File: config.mk
export PLATFORM = sky130hd
export DESIGN_NAME = button_press_duration_fsm_unit
export DESIGN_NICKNAME = d
export VERILOG_FILES = /design/src/sv/bpd_pkg.sv /design/src/sv/button_press_duration_fsm_unit.sv
export SDC_FILE = /design/constraint.sdc
export NUM_CORES = 2
export LEC_CHECK = 0
export ABC_AREA = 1
export CORE_ASPECT_RATIO = 0.6
export CORE_UTILIZATION = 55
export DETAILED_ROUTE_END_ITERATION = 10
export DONT_BUFFER_PORTS = 1
export GPL_TIMING_DRIVEN = 0
export PLACE_DENSITY = 0.8
export RECOVER_POWER = 50
export SYNTH_ARGS = -nofsm -noshare
export SYNTH_HDL_FRONTEND = slang
export SYNTH_SLANG_ARGS = --single-unit
File: constraint.sdc
create_clock -name clk -period 7 [get_ports clk]
set_clock_uncertainty 0.2 [all_clocks]
set_input_delay 0.35 -clock clk [delete_from_list [all_inputs] [get_ports clk]]
set_output_delay 0.35 -clock clk [all_outputs]
set_load 0.005 [all_outputs]
File: src/sv/bpd_pkg.sv
// package for the button press duration block: payload structs, codes and constants
// no dependencies; used by button_press_duration_fsm_unit
package bpd_pkg;

  // item modes
  typedef enum logic [1:0] {
    MODE_SAMPLE      = 2'd0,
    MODE_CONSUME     = 2'd1,
    MODE_CLEAR       = 2'd2,
    MODE_FORCE_CLEAR = 2'd3
  } mode_t;

  // configuration register indexes
  localparam int CFG_INDEX_W = 3;
  typedef enum logic [CFG_INDEX_W-1:0] {
    REG_MIN_PRESS    = 3'd0,
    REG_MAX_PRESS    = 3'd1,
    REG_EXT_PRESS    = 3'd2,
    REG_INIT_PERIOD  = 3'd3,
    REG_CLEAR_PERIOD = 3'd4
  } cfg_reg_t;

  // button phase, one-hot
  typedef enum logic [8:0] {
    ST_INIT         = 9'b000000001,
    ST_READY_CLEAR  = 9'b000000010,
    ST_UNPRESSED    = 9'b000000100,
    ST_RECENT       = 9'b000001000,
    ST_REGISTERED   = 9'b000010000,
    ST_TRANSITIONAL = 9'b000100000,
    ST_EXTENDED     = 9'b001000000,
    ST_EXT_INVALID  = 9'b010000000,
    ST_CONSUMED     = 9'b100000000
  } phase_t;

  // numeric state codes seen on the result
  localparam logic [3:0] CODE_INIT         = 4'd0;
  localparam logic [3:0] CODE_READY_CLEAR  = 4'd1;
  localparam logic [3:0] CODE_UNPRESSED    = 4'd2;
  localparam logic [3:0] CODE_RECENT       = 4'd3;
  localparam logic [3:0] CODE_REGISTERED   = 4'd4;
  localparam logic [3:0] CODE_TRANSITIONAL = 4'd5;
  localparam logic [3:0] CODE_EXTENDED     = 4'd6;
  localparam logic [3:0] CODE_EXT_INVALID  = 4'd7;
  localparam logic [3:0] CODE_CONSUMED     = 4'd8;

  // configuration reset values
  localparam logic [15:0] MIN_PRESS_RST    = 16'd750;
  localparam logic [15:0] MAX_PRESS_RST    = 16'd3000;
  localparam logic [15:0] EXT_PRESS_RST    = 16'd5000;
  localparam logic [15:0] INIT_PERIOD_RST  = 16'd1000;
  localparam logic [15:0] CLEAR_PERIOD_RST = 16'd1000;

  // timing constants
  localparam logic [31:0] EXT_INVALID_EXTRA_MS = 32'd2000;
  localparam logic [31:0] FIRST_WINDOW_MS      = 32'd10000;

  // divide by 100: drop two bits, then multiply by ceil(2^35 / 25) and shift by 35;
  // exact for every 30-bit dividend
  localparam int          DIV_PRE_SHIFT = 2;
  localparam int          DIV_RECIP_W   = 31;
  localparam int          DIV_SHIFT     = 35;
  localparam int          DIV_PROD_W    = 32 - DIV_PRE_SHIFT + DIV_RECIP_W;
  localparam logic [DIV_RECIP_W-1:0] DIV_RECIP = 31'd1374389535;

  // input item
  typedef struct packed {
    logic [1:0]  mode;
    logic [31:0] now_ms;
    logic        pressed_raw;
  } item_t;

  // result item
  typedef struct packed {
    logic [3:0] state_code;
    logic       press_registered;
    logic       press_extended;
    logic       press_in_progress;
    logic       press_consumed;
    logic       ready_to_work;
    logic       clear_accepted;
    logic       in_first_window;
    logic [7:0] since_press_tenths;
    logic [7:0] since_clear_tenths;
  } result_t;

endpackage

File: src/sv/button_press_duration_fsm_unit.sv
// top level of the button press duration block: state update, tenths divide, result register
// depends on bpd_pkg
//
// Button press duration tracker. Every item transfer (sample, mark consumed, clear request,
// forced clear) updates the button phase and time stamps in the cycle it is taken, so one
// item can be taken every clock while item_ready is high. After the transfer, the stage
// register holds the updated phase and the two elapsed-time differences; the next stage
// turns the differences into tenths of a second with a reciprocal multiply and loads the
// result register. Items keep flowing while a result waits, until both stages are full.
// The configuration port is always ready; registers should only be written while idle.
module button_press_duration_fsm_unit (
  input  logic                          clk,
  input  logic                          rst,
  input  logic                          item_valid,
  output logic                          item_ready,
  input  bpd_pkg::item_t                item,
  output logic                          result_valid,
  input  logic                          result_ready,
  output bpd_pkg::result_t              result,
  input  logic                          cfg_valid,
  output logic                          cfg_ready,
  input  logic [bpd_pkg::CFG_INDEX_W-1:0] cfg_index,
  input  logic [15:0]                   cfg_data
);

  typedef struct packed {
    bpd_pkg::phase_t phase;
    logic            accepted;
    logic            first_window;
    logic [31:0]     press_diff;
    logic [31:0]     clear_diff;
  } stage_t;

  // configuration registers
  logic [15:0] min_press_ms;
  logic [15:0] max_press_ms;
  logic [15:0] ext_press_ms;
  logic [15:0] init_period_ms;
  logic [15:0] clear_period_ms;

  // button state
  bpd_pkg::phase_t phase, phase_next;
  logic [31:0]     press_start_time, press_start_next;
  logic [31:0]     init_start_time, init_start_next;
  logic            init_started, init_started_next;
  logic [31:0]     last_clear_time, last_clear_next;
  logic            first_window, first_window_next;
  logic            clear_ok;

  // elapsed times against the stored stamps
  logic [31:0] since_init;
  logic [31:0] held;
  logic [31:0] since_clear;

  // pipeline
  logic   item_xfer;
  logic   stage_en;
  logic   out_en;
  logic   stage_valid;
  stage_t stage;
  stage_t stage_next;
  logic [bpd_pkg::DIV_PROD_W-1:0] press_prod;
  logic [bpd_pkg::DIV_PROD_W-1:0] clear_prod;
  bpd_pkg::result_t result_next;

  assign cfg_ready  = 1'b1;
  assign out_en     = !result_valid || result_ready;
  assign stage_en   = !stage_valid || out_en;
  assign item_ready = stage_en;
  assign item_xfer  = item_valid && item_ready;

  // configuration writes
  always_ff @(posedge clk) begin
    if (rst) begin
      min_press_ms    <= bpd_pkg::MIN_PRESS_RST;
      max_press_ms    <= bpd_pkg::MAX_PRESS_RST;
      ext_press_ms    <= bpd_pkg::EXT_PRESS_RST;
      init_period_ms  <= bpd_pkg::INIT_PERIOD_RST;
      clear_period_ms <= bpd_pkg::CLEAR_PERIOD_RST;
    end else if (cfg_valid && cfg_ready) begin
      unique case (cfg_index)
        bpd_pkg::REG_MIN_PRESS:    min_press_ms    <= cfg_data;
        bpd_pkg::REG_MAX_PRESS:    max_press_ms    <= cfg_data;
        bpd_pkg::REG_EXT_PRESS:    ext_press_ms    <= cfg_data;
        bpd_pkg::REG_INIT_PERIOD:  init_period_ms  <= cfg_data;
        bpd_pkg::REG_CLEAR_PERIOD: clear_period_ms <= cfg_data;
        default: begin
        end
      endcase
    end
  end

  // next button state for the item on the input
  always_comb begin
    phase_next        = phase;
    press_start_next  = press_start_time;
    init_start_next   = init_start_time;
    init_started_next = init_started;
    last_clear_next   = last_clear_time;
    first_window_next = first_window;
    clear_ok          = 1'b0;
    since_init        = item.now_ms - init_start_time;
    held              = item.now_ms - press_start_time;
    since_clear       = item.now_ms - last_clear_time;

    unique case (item.mode) inside
      bpd_pkg::MODE_SAMPLE: begin
        if (first_window && (item.now_ms > bpd_pkg::FIRST_WINDOW_MS)) begin
          first_window_next = 1'b0;
        end
        unique case (phase)
          bpd_pkg::ST_INIT: begin
            if (!init_started) begin
              init_started_next = 1'b1;
              init_start_next   = item.now_ms;
            end else if (since_init > {16'd0, init_period_ms}) begin
              phase_next = bpd_pkg::ST_READY_CLEAR;
            end
          end
          bpd_pkg::ST_READY_CLEAR: begin
          end
          bpd_pkg::ST_UNPRESSED: begin
            if (item.pressed_raw) begin
              phase_next       = bpd_pkg::ST_RECENT;
              press_start_next = item.now_ms;
            end
          end
          bpd_pkg::ST_RECENT: begin
            if (!item.pressed_raw) begin
              phase_next = bpd_pkg::ST_UNPRESSED;
            end else if (held >= {16'd0, min_press_ms}) begin
              phase_next = bpd_pkg::ST_REGISTERED;
            end
          end
          bpd_pkg::ST_REGISTERED: begin
            if (!item.pressed_raw) begin
              phase_next = bpd_pkg::ST_UNPRESSED;
            end else if (held >= {16'd0, max_press_ms}) begin
              phase_next = bpd_pkg::ST_TRANSITIONAL;
            end
          end
          bpd_pkg::ST_TRANSITIONAL: begin
            if (!item.pressed_raw) begin
              phase_next = bpd_pkg::ST_UNPRESSED;
            end else if (held >= {16'd0, ext_press_ms}) begin
              phase_next = bpd_pkg::ST_EXTENDED;
            end
          end
          bpd_pkg::ST_EXTENDED: begin
            if (!item.pressed_raw) begin
              phase_next = bpd_pkg::ST_UNPRESSED;
            end else if (held >= ({16'd0, ext_press_ms} + bpd_pkg::EXT_INVALID_EXTRA_MS)) begin
              phase_next = bpd_pkg::ST_EXT_INVALID;
            end
          end
          bpd_pkg::ST_EXT_INVALID, bpd_pkg::ST_CONSUMED: begin
            if (!item.pressed_raw) begin
              phase_next = bpd_pkg::ST_UNPRESSED;
            end
          end
          default: begin
          end
        endcase
      end
      bpd_pkg::MODE_CONSUME: begin
        phase_next = bpd_pkg::ST_CONSUMED;
      end
      bpd_pkg::MODE_CLEAR, bpd_pkg::MODE_FORCE_CLEAR: begin
        // forced clear and ready-to-clear always clear; unpressed only once the clear period has run
        clear_ok = (item.mode == bpd_pkg::MODE_FORCE_CLEAR) ||
                   (phase == bpd_pkg::ST_READY_CLEAR) ||
                   ((phase == bpd_pkg::ST_UNPRESSED) &&
                    (since_clear >= {16'd0, clear_period_ms}));
        if (clear_ok) begin
          last_clear_next = item.now_ms;
          if (phase == bpd_pkg::ST_READY_CLEAR) begin
            phase_next = bpd_pkg::ST_UNPRESSED;
          end
        end
      end
      default: begin
      end
    endcase

    // differences are taken against the stamps after the update
    stage_next.phase        = phase_next;
    stage_next.accepted     = clear_ok;
    stage_next.first_window = first_window_next;
    stage_next.press_diff   = item.now_ms - press_start_next;
    stage_next.clear_diff   = item.now_ms - last_clear_next;
  end

  // button state registers
  always_ff @(posedge clk) begin
    if (rst) begin
      phase            <= bpd_pkg::ST_INIT;
      press_start_time <= 32'd0;
      init_start_time  <= 32'd0;
      init_started     <= 1'b0;
      last_clear_time  <= 32'd0;
      first_window     <= 1'b1;
    end else if (item_xfer) begin
      phase            <= phase_next;
      press_start_time <= press_start_next;
      init_start_time  <= init_start_next;
      init_started     <= init_started_next;
      last_clear_time  <= last_clear_next;
      first_window     <= first_window_next;
    end
  end

  // first stage register
  always_ff @(posedge clk) begin
    if (rst) begin
      stage_valid <= 1'b0;
    end else if (stage_en) begin
      stage_valid <= item_xfer;
    end
  end

  always_ff @(posedge clk) begin
    if (item_xfer) begin
      stage <= stage_next;
    end
  end

  // tenths of a second by reciprocal multiply
  assign press_prod = bpd_pkg::DIV_PROD_W'(stage.press_diff[31:bpd_pkg::DIV_PRE_SHIFT]) *
                      bpd_pkg::DIV_PROD_W'(bpd_pkg::DIV_RECIP);
  assign clear_prod = bpd_pkg::DIV_PROD_W'(stage.clear_diff[31:bpd_pkg::DIV_PRE_SHIFT]) *
                      bpd_pkg::DIV_PROD_W'(bpd_pkg::DIV_RECIP);

  // result fields from the updated phase
  always_comb begin
    unique case (stage.phase)
      bpd_pkg::ST_INIT:         result_next.state_code = bpd_pkg::CODE_INIT;
      bpd_pkg::ST_READY_CLEAR:  result_next.state_code = bpd_pkg::CODE_READY_CLEAR;
      bpd_pkg::ST_UNPRESSED:    result_next.state_code = bpd_pkg::CODE_UNPRESSED;
      bpd_pkg::ST_RECENT:       result_next.state_code = bpd_pkg::CODE_RECENT;
      bpd_pkg::ST_REGISTERED:   result_next.state_code = bpd_pkg::CODE_REGISTERED;
      bpd_pkg::ST_TRANSITIONAL: result_next.state_code = bpd_pkg::CODE_TRANSITIONAL;
      bpd_pkg::ST_EXTENDED:     result_next.state_code = bpd_pkg::CODE_EXTENDED;
      bpd_pkg::ST_EXT_INVALID:  result_next.state_code = bpd_pkg::CODE_EXT_INVALID;
      bpd_pkg::ST_CONSUMED:     result_next.state_code = bpd_pkg::CODE_CONSUMED;
      default:                  result_next.state_code = bpd_pkg::CODE_INIT;
    endcase
    result_next.press_registered  = (stage.phase == bpd_pkg::ST_REGISTERED);
    result_next.press_extended    = (stage.phase == bpd_pkg::ST_EXTENDED);
    result_next.press_consumed    = (stage.phase == bpd_pkg::ST_CONSUMED);
    result_next.press_in_progress = !((stage.phase == bpd_pkg::ST_INIT) ||
                                      (stage.phase == bpd_pkg::ST_READY_CLEAR) ||
                                      (stage.phase == bpd_pkg::ST_UNPRESSED));
    result_next.ready_to_work     = !((stage.phase == bpd_pkg::ST_INIT) ||
                                      (stage.phase == bpd_pkg::ST_READY_CLEAR));
    result_next.clear_accepted     = stage.accepted;
    result_next.in_first_window    = stage.first_window;
    result_next.since_press_tenths = press_prod[bpd_pkg::DIV_SHIFT +: 8];
    result_next.since_clear_tenths = clear_prod[bpd_pkg::DIV_SHIFT +: 8];
  end

  // result register
  always_ff @(posedge clk) begin
    if (rst) begin
      result_valid <= 1'b0;
    end else if (out_en) begin
      result_valid <= stage_valid;
    end
  end

  always_ff @(posedge clk) begin
    if (out_en && stage_valid) begin
      result <= result_next;
    end
  end

`ifndef ASSERT_OFF
  // a full first stage behind a stalled result blocks new items
  assert property (@(posedge clk) disable iff (rst)
    (stage_valid && result_valid && !result_ready) |-> !item_ready)
    else $error("item taken while both stages are full");

  // a forced clear always stamps the clear time
  assert property (@(posedge clk) disable iff (rst)
    (item_xfer && (item.mode == bpd_pkg::MODE_FORCE_CLEAR)) |=>
    (last_clear_time == $past(item.now_ms)))
    else $error("forced clear did not record its time");

  // mark consumed lands in consumed
  assert property (@(posedge clk) disable iff (rst)
    (item_xfer && (item.mode == bpd_pkg::MODE_CONSUME)) |=> (phase == bpd_pkg::ST_CONSUMED))
    else $error("mark consumed did not reach consumed");

  // the first window never reopens
  assert property (@(posedge clk) disable iff (rst)
    !first_window |=> !first_window)
    else $error("first window flag set again");

  // start-up only leaves for ready-to-clear or consumed
  assert property (@(posedge clk) disable iff (rst)
    (phase == bpd_pkg::ST_INIT) |=>
    ((phase == bpd_pkg::ST_INIT) || (phase == bpd_pkg::ST_READY_CLEAR) ||
     (phase == bpd_pkg::ST_CONSUMED)))
    else $error("illegal exit from start-up");
`endif

endmodule

==> impl_metrics.ini <==
[placed_design]
dp_hpwl_mm = 126
globalplace.congestion = 1.07
port_buffers = 0

[die]
die-area_um2 = 86600
die_h_um = 228
fp.coreArea_um2 = 84000
core.rowCount = 82
start_util = 0.559
pin_count = 89
die_w_um = 379

[grt]
grt_overflow_total = 0
grt_pass1_vias = 39400
antenna_found_initial = 11
gr-usage-all-layers = 0.362
grt_pass1_wl_mm = 235
grt_start_max_net_pins = 68

[synthesis]
synth_cells = 5964
synth_compound_area_frac = 0.112
synth_adder_area_share = 0.439
synth_simple_gate_area_frac = 0.143
seq_area_frac_synth = 0.143
ys_seq_elements = 287
synth_top_area_frac = 0.237
yosysUniqueCellTypes = 62
synth_top_family_by_area = adder cells
yosysWarnings = 0
synth_area_leaders = fa_1 24%, ha_1 20%, inv_1 12%, dfxtp_1 8.1%, nand2_1 7.3%
syn-cell-area_um2 = 47000
muxShareOfSynthArea = 0
synthXorXnorAreaFrac = 0.0317
syn_area_per_cell_um2 = 7.87
yosys.area.top_type = fa_1
synth_nets = 7337

[finish]
fin_nets = 7508
drive_above_1_share = 0.0386
fin_util = 0.607
layout_commonest_cell = inv_1
final_cell_mix = 1,548 x inv_1, 914 x nand2_1, 754 x ha_1
num-fill-cells = 7483
syn2layout_area_growth_pct = 8.58

[timing]
slew_viol_final = 91
max_freq_mhz = 146
rsz0062_at_grt = yes
max_slew_margin = -1.43
setup_viol = 0
period_needed_ns = 6.86
fin_crit_sh = 0.981
tightest_slew_ns = 3.65
finalHoldViolCount = 0

[worst_setup_path]
critPathSlowestCell = fa_1
critPathCaptureType = flop
worst_path_largest_cell_delay_ns = 0.54
critPathLaunchType = flop
cp_common_cell = fa_1
rrSetupSlack_ns = 0.14
cp_cell_sequence = buf_4 -> ha_4 -> inv_1 -> fa_1 -> fa_1 -> inv_1 -> fa_1 -> fa_1 -> inv_1 -> fa_1 -> inv_1 -> fa_1 -> inv_1 -> fa_1 -> inv_1 -> ha_1 -> a21oi_2 -> o21ai_1 -> a21o_1 -> a31o_2 -> nand3_1 -> nand2_1 -> a311oi_2 -> xnor2_1
critical_path_class = reg -> reg
cp_max_fo = 3
worstPathRequired_ns = 7.12
crit_arrival_ns = 6.98

[route]
drt_wl_total_mm = 156
wl_per_cell_um = 21.3
firstDrtPassIters = 6
vias = 40900
route.detailed.drc = 0
drt_iter0_drc = 4249
ant_nets = 0
post_drt_via_cell_ratio = 5.59

[run_status]
outcome = complete, but fails checks
violations = capacitance limit, slew limit

[clock_tree]
insertion_delay_ns = 0.61
clock_path_buffers = 3
cts_buffers = 34
clk_pin_slew_ns = 0.08
cts_tree = yes
clockRootBuffer = clkbuf_16
numClockSinks = 287
htree_levels = 2

[job]
cap_violations = 2

[hold_path]
hold_path.class = in -> reg
path summary, 6_finish.rpt:
check / from / endpoint / depth (start not counted)
worst max-delay path: stage[37]$_DFFE_PP_ / result[11]$_DFFE_PP_ / 24
worst min-delay path: item[6] / stage[38]$_DFFE_PP_ / 3
worst max register to register: stage[37]$_DFFE_PP_ / result[11]$_DFFE_PP_ / 24
worst min register to register: result_next[17]$_SDFFCE_PP0P_ / result[17]$_DFFE_PP_ / 0
cells in the mapped netlist, drive strengths merged:
library cell,instances
conb,1
o21bai,12
a41oi,2
edfxtp,98
fa,555
buf,13
o311ai,2
o221a,1
and2,4
o21ai,329
o211ai,34
nor3b,3
clkbuf,59
a221oi,5
a211oi,38
a2111oi,3
a31o,2
o22ai,1
o21a,24
nor3,49
o2111a,1
xor2,124
and3,1
ha,759
a311oi,1
o2111ai,2
nor2,375
inv,1556
nand3b,9
nor4,17
o31ai,7
a21oi,414
nand4,53
nand3,163
or2,6
dfxtp,189
a21o,19
a31oi,27
o221ai,10
xnor2,46
a21boi,11
clkinv,2
nand2,937
critical path, delay by kind of cell, from the launching register on:
| family | cells | cell delay, ns |
|---|---|---|
| buf+inv | 7 | 0.49 |
| flops | 1 | 0.40 |
| xor+xnor | 1 | 0.10 |
| compound gates | 5 | 0.98 |
| simple gates | 2 | 0.20 |
| fa+ha+maj | 9 | 4.19 |
metal layers:
layer	track usage	wire length, µm	vias to the layer above
li1	-	-	19100
met1	0.548	70600	19300
met3	0.135	22400	293
met5	0	159	-
met2	0.461	56600	2131
met4	0.122	5880	12
cells by family after synthesis:
group	after synthesis
xor+xnor	170
simple gates	1617
flops	287
other cells	1
buf+inv	1630
compound gates	945
fa+ha+maj	1314
through the flow:
step / TNS (ns) / area [µm²] / hold slack (ns) / std cells / setup slack (ns)
6_report: 0 / 51000 / 0.0178 / 7307 / 0.136
5_1_grt: -0.167 / 51000 / 0.0261 / 7296 / -0.0814
4_1_cts: 0 / 50400 / 0.000230 / 7237 / 0.00236
3_5_place_dp: -2.43 / 48400 / 0.226 / 7100 / -0.504
3_3_place_gp: -1.96 / 48400 / 0.209 / 7098 / -0.522
2_1_floorplan: 0 / 47000 / 0.200 / 5964 / 0.698
layout make-up:
cell class / count / area (µm²) / area share
clock buffers: 44 / 960 / 0.0188
repair buffers: 135 / 1150 / 0.0225
well taps: 1134 / 1420 / 0.0278
clock inverters: 18 / 303 / 0.00594
multi-input cells: 4047 / 34300 / 0.672
diodes: 12 / 30.0 / 0.000589
plain buffers: 72 / 294 / 0.00577
flip-flops and latches: 287 / 6730 / 0.132
inverters: 1558 / 5850 / 0.115
sequential cells by signal, summed over array words and instances (netlist names):
name	flops
max_press_ms	16
init_start_time	32
result	27
result_next	2
press_start_time	32
stage_valid	1
ext_press_ms	16
phase	9
init_period_ms	16
first_window	1
clear_period_ms	16
min_press_ms	16
result_valid	1
stage	69
init_started	1
last_clear_time	32
timing repair:
item / 4_1_cts / 5_1_grt
setup buffers: 19 / 58
resized for setup: 11 / 40
pin swaps: 1 / 11
setup endpoints to repair: 10 / 24
hold buffers: 56 / 0
endpoints found under the hold margin: 193 / 0
Power is not shown: default switching activity piles up to over one toggle a cycle in this logic, so the estimate is an artifact.
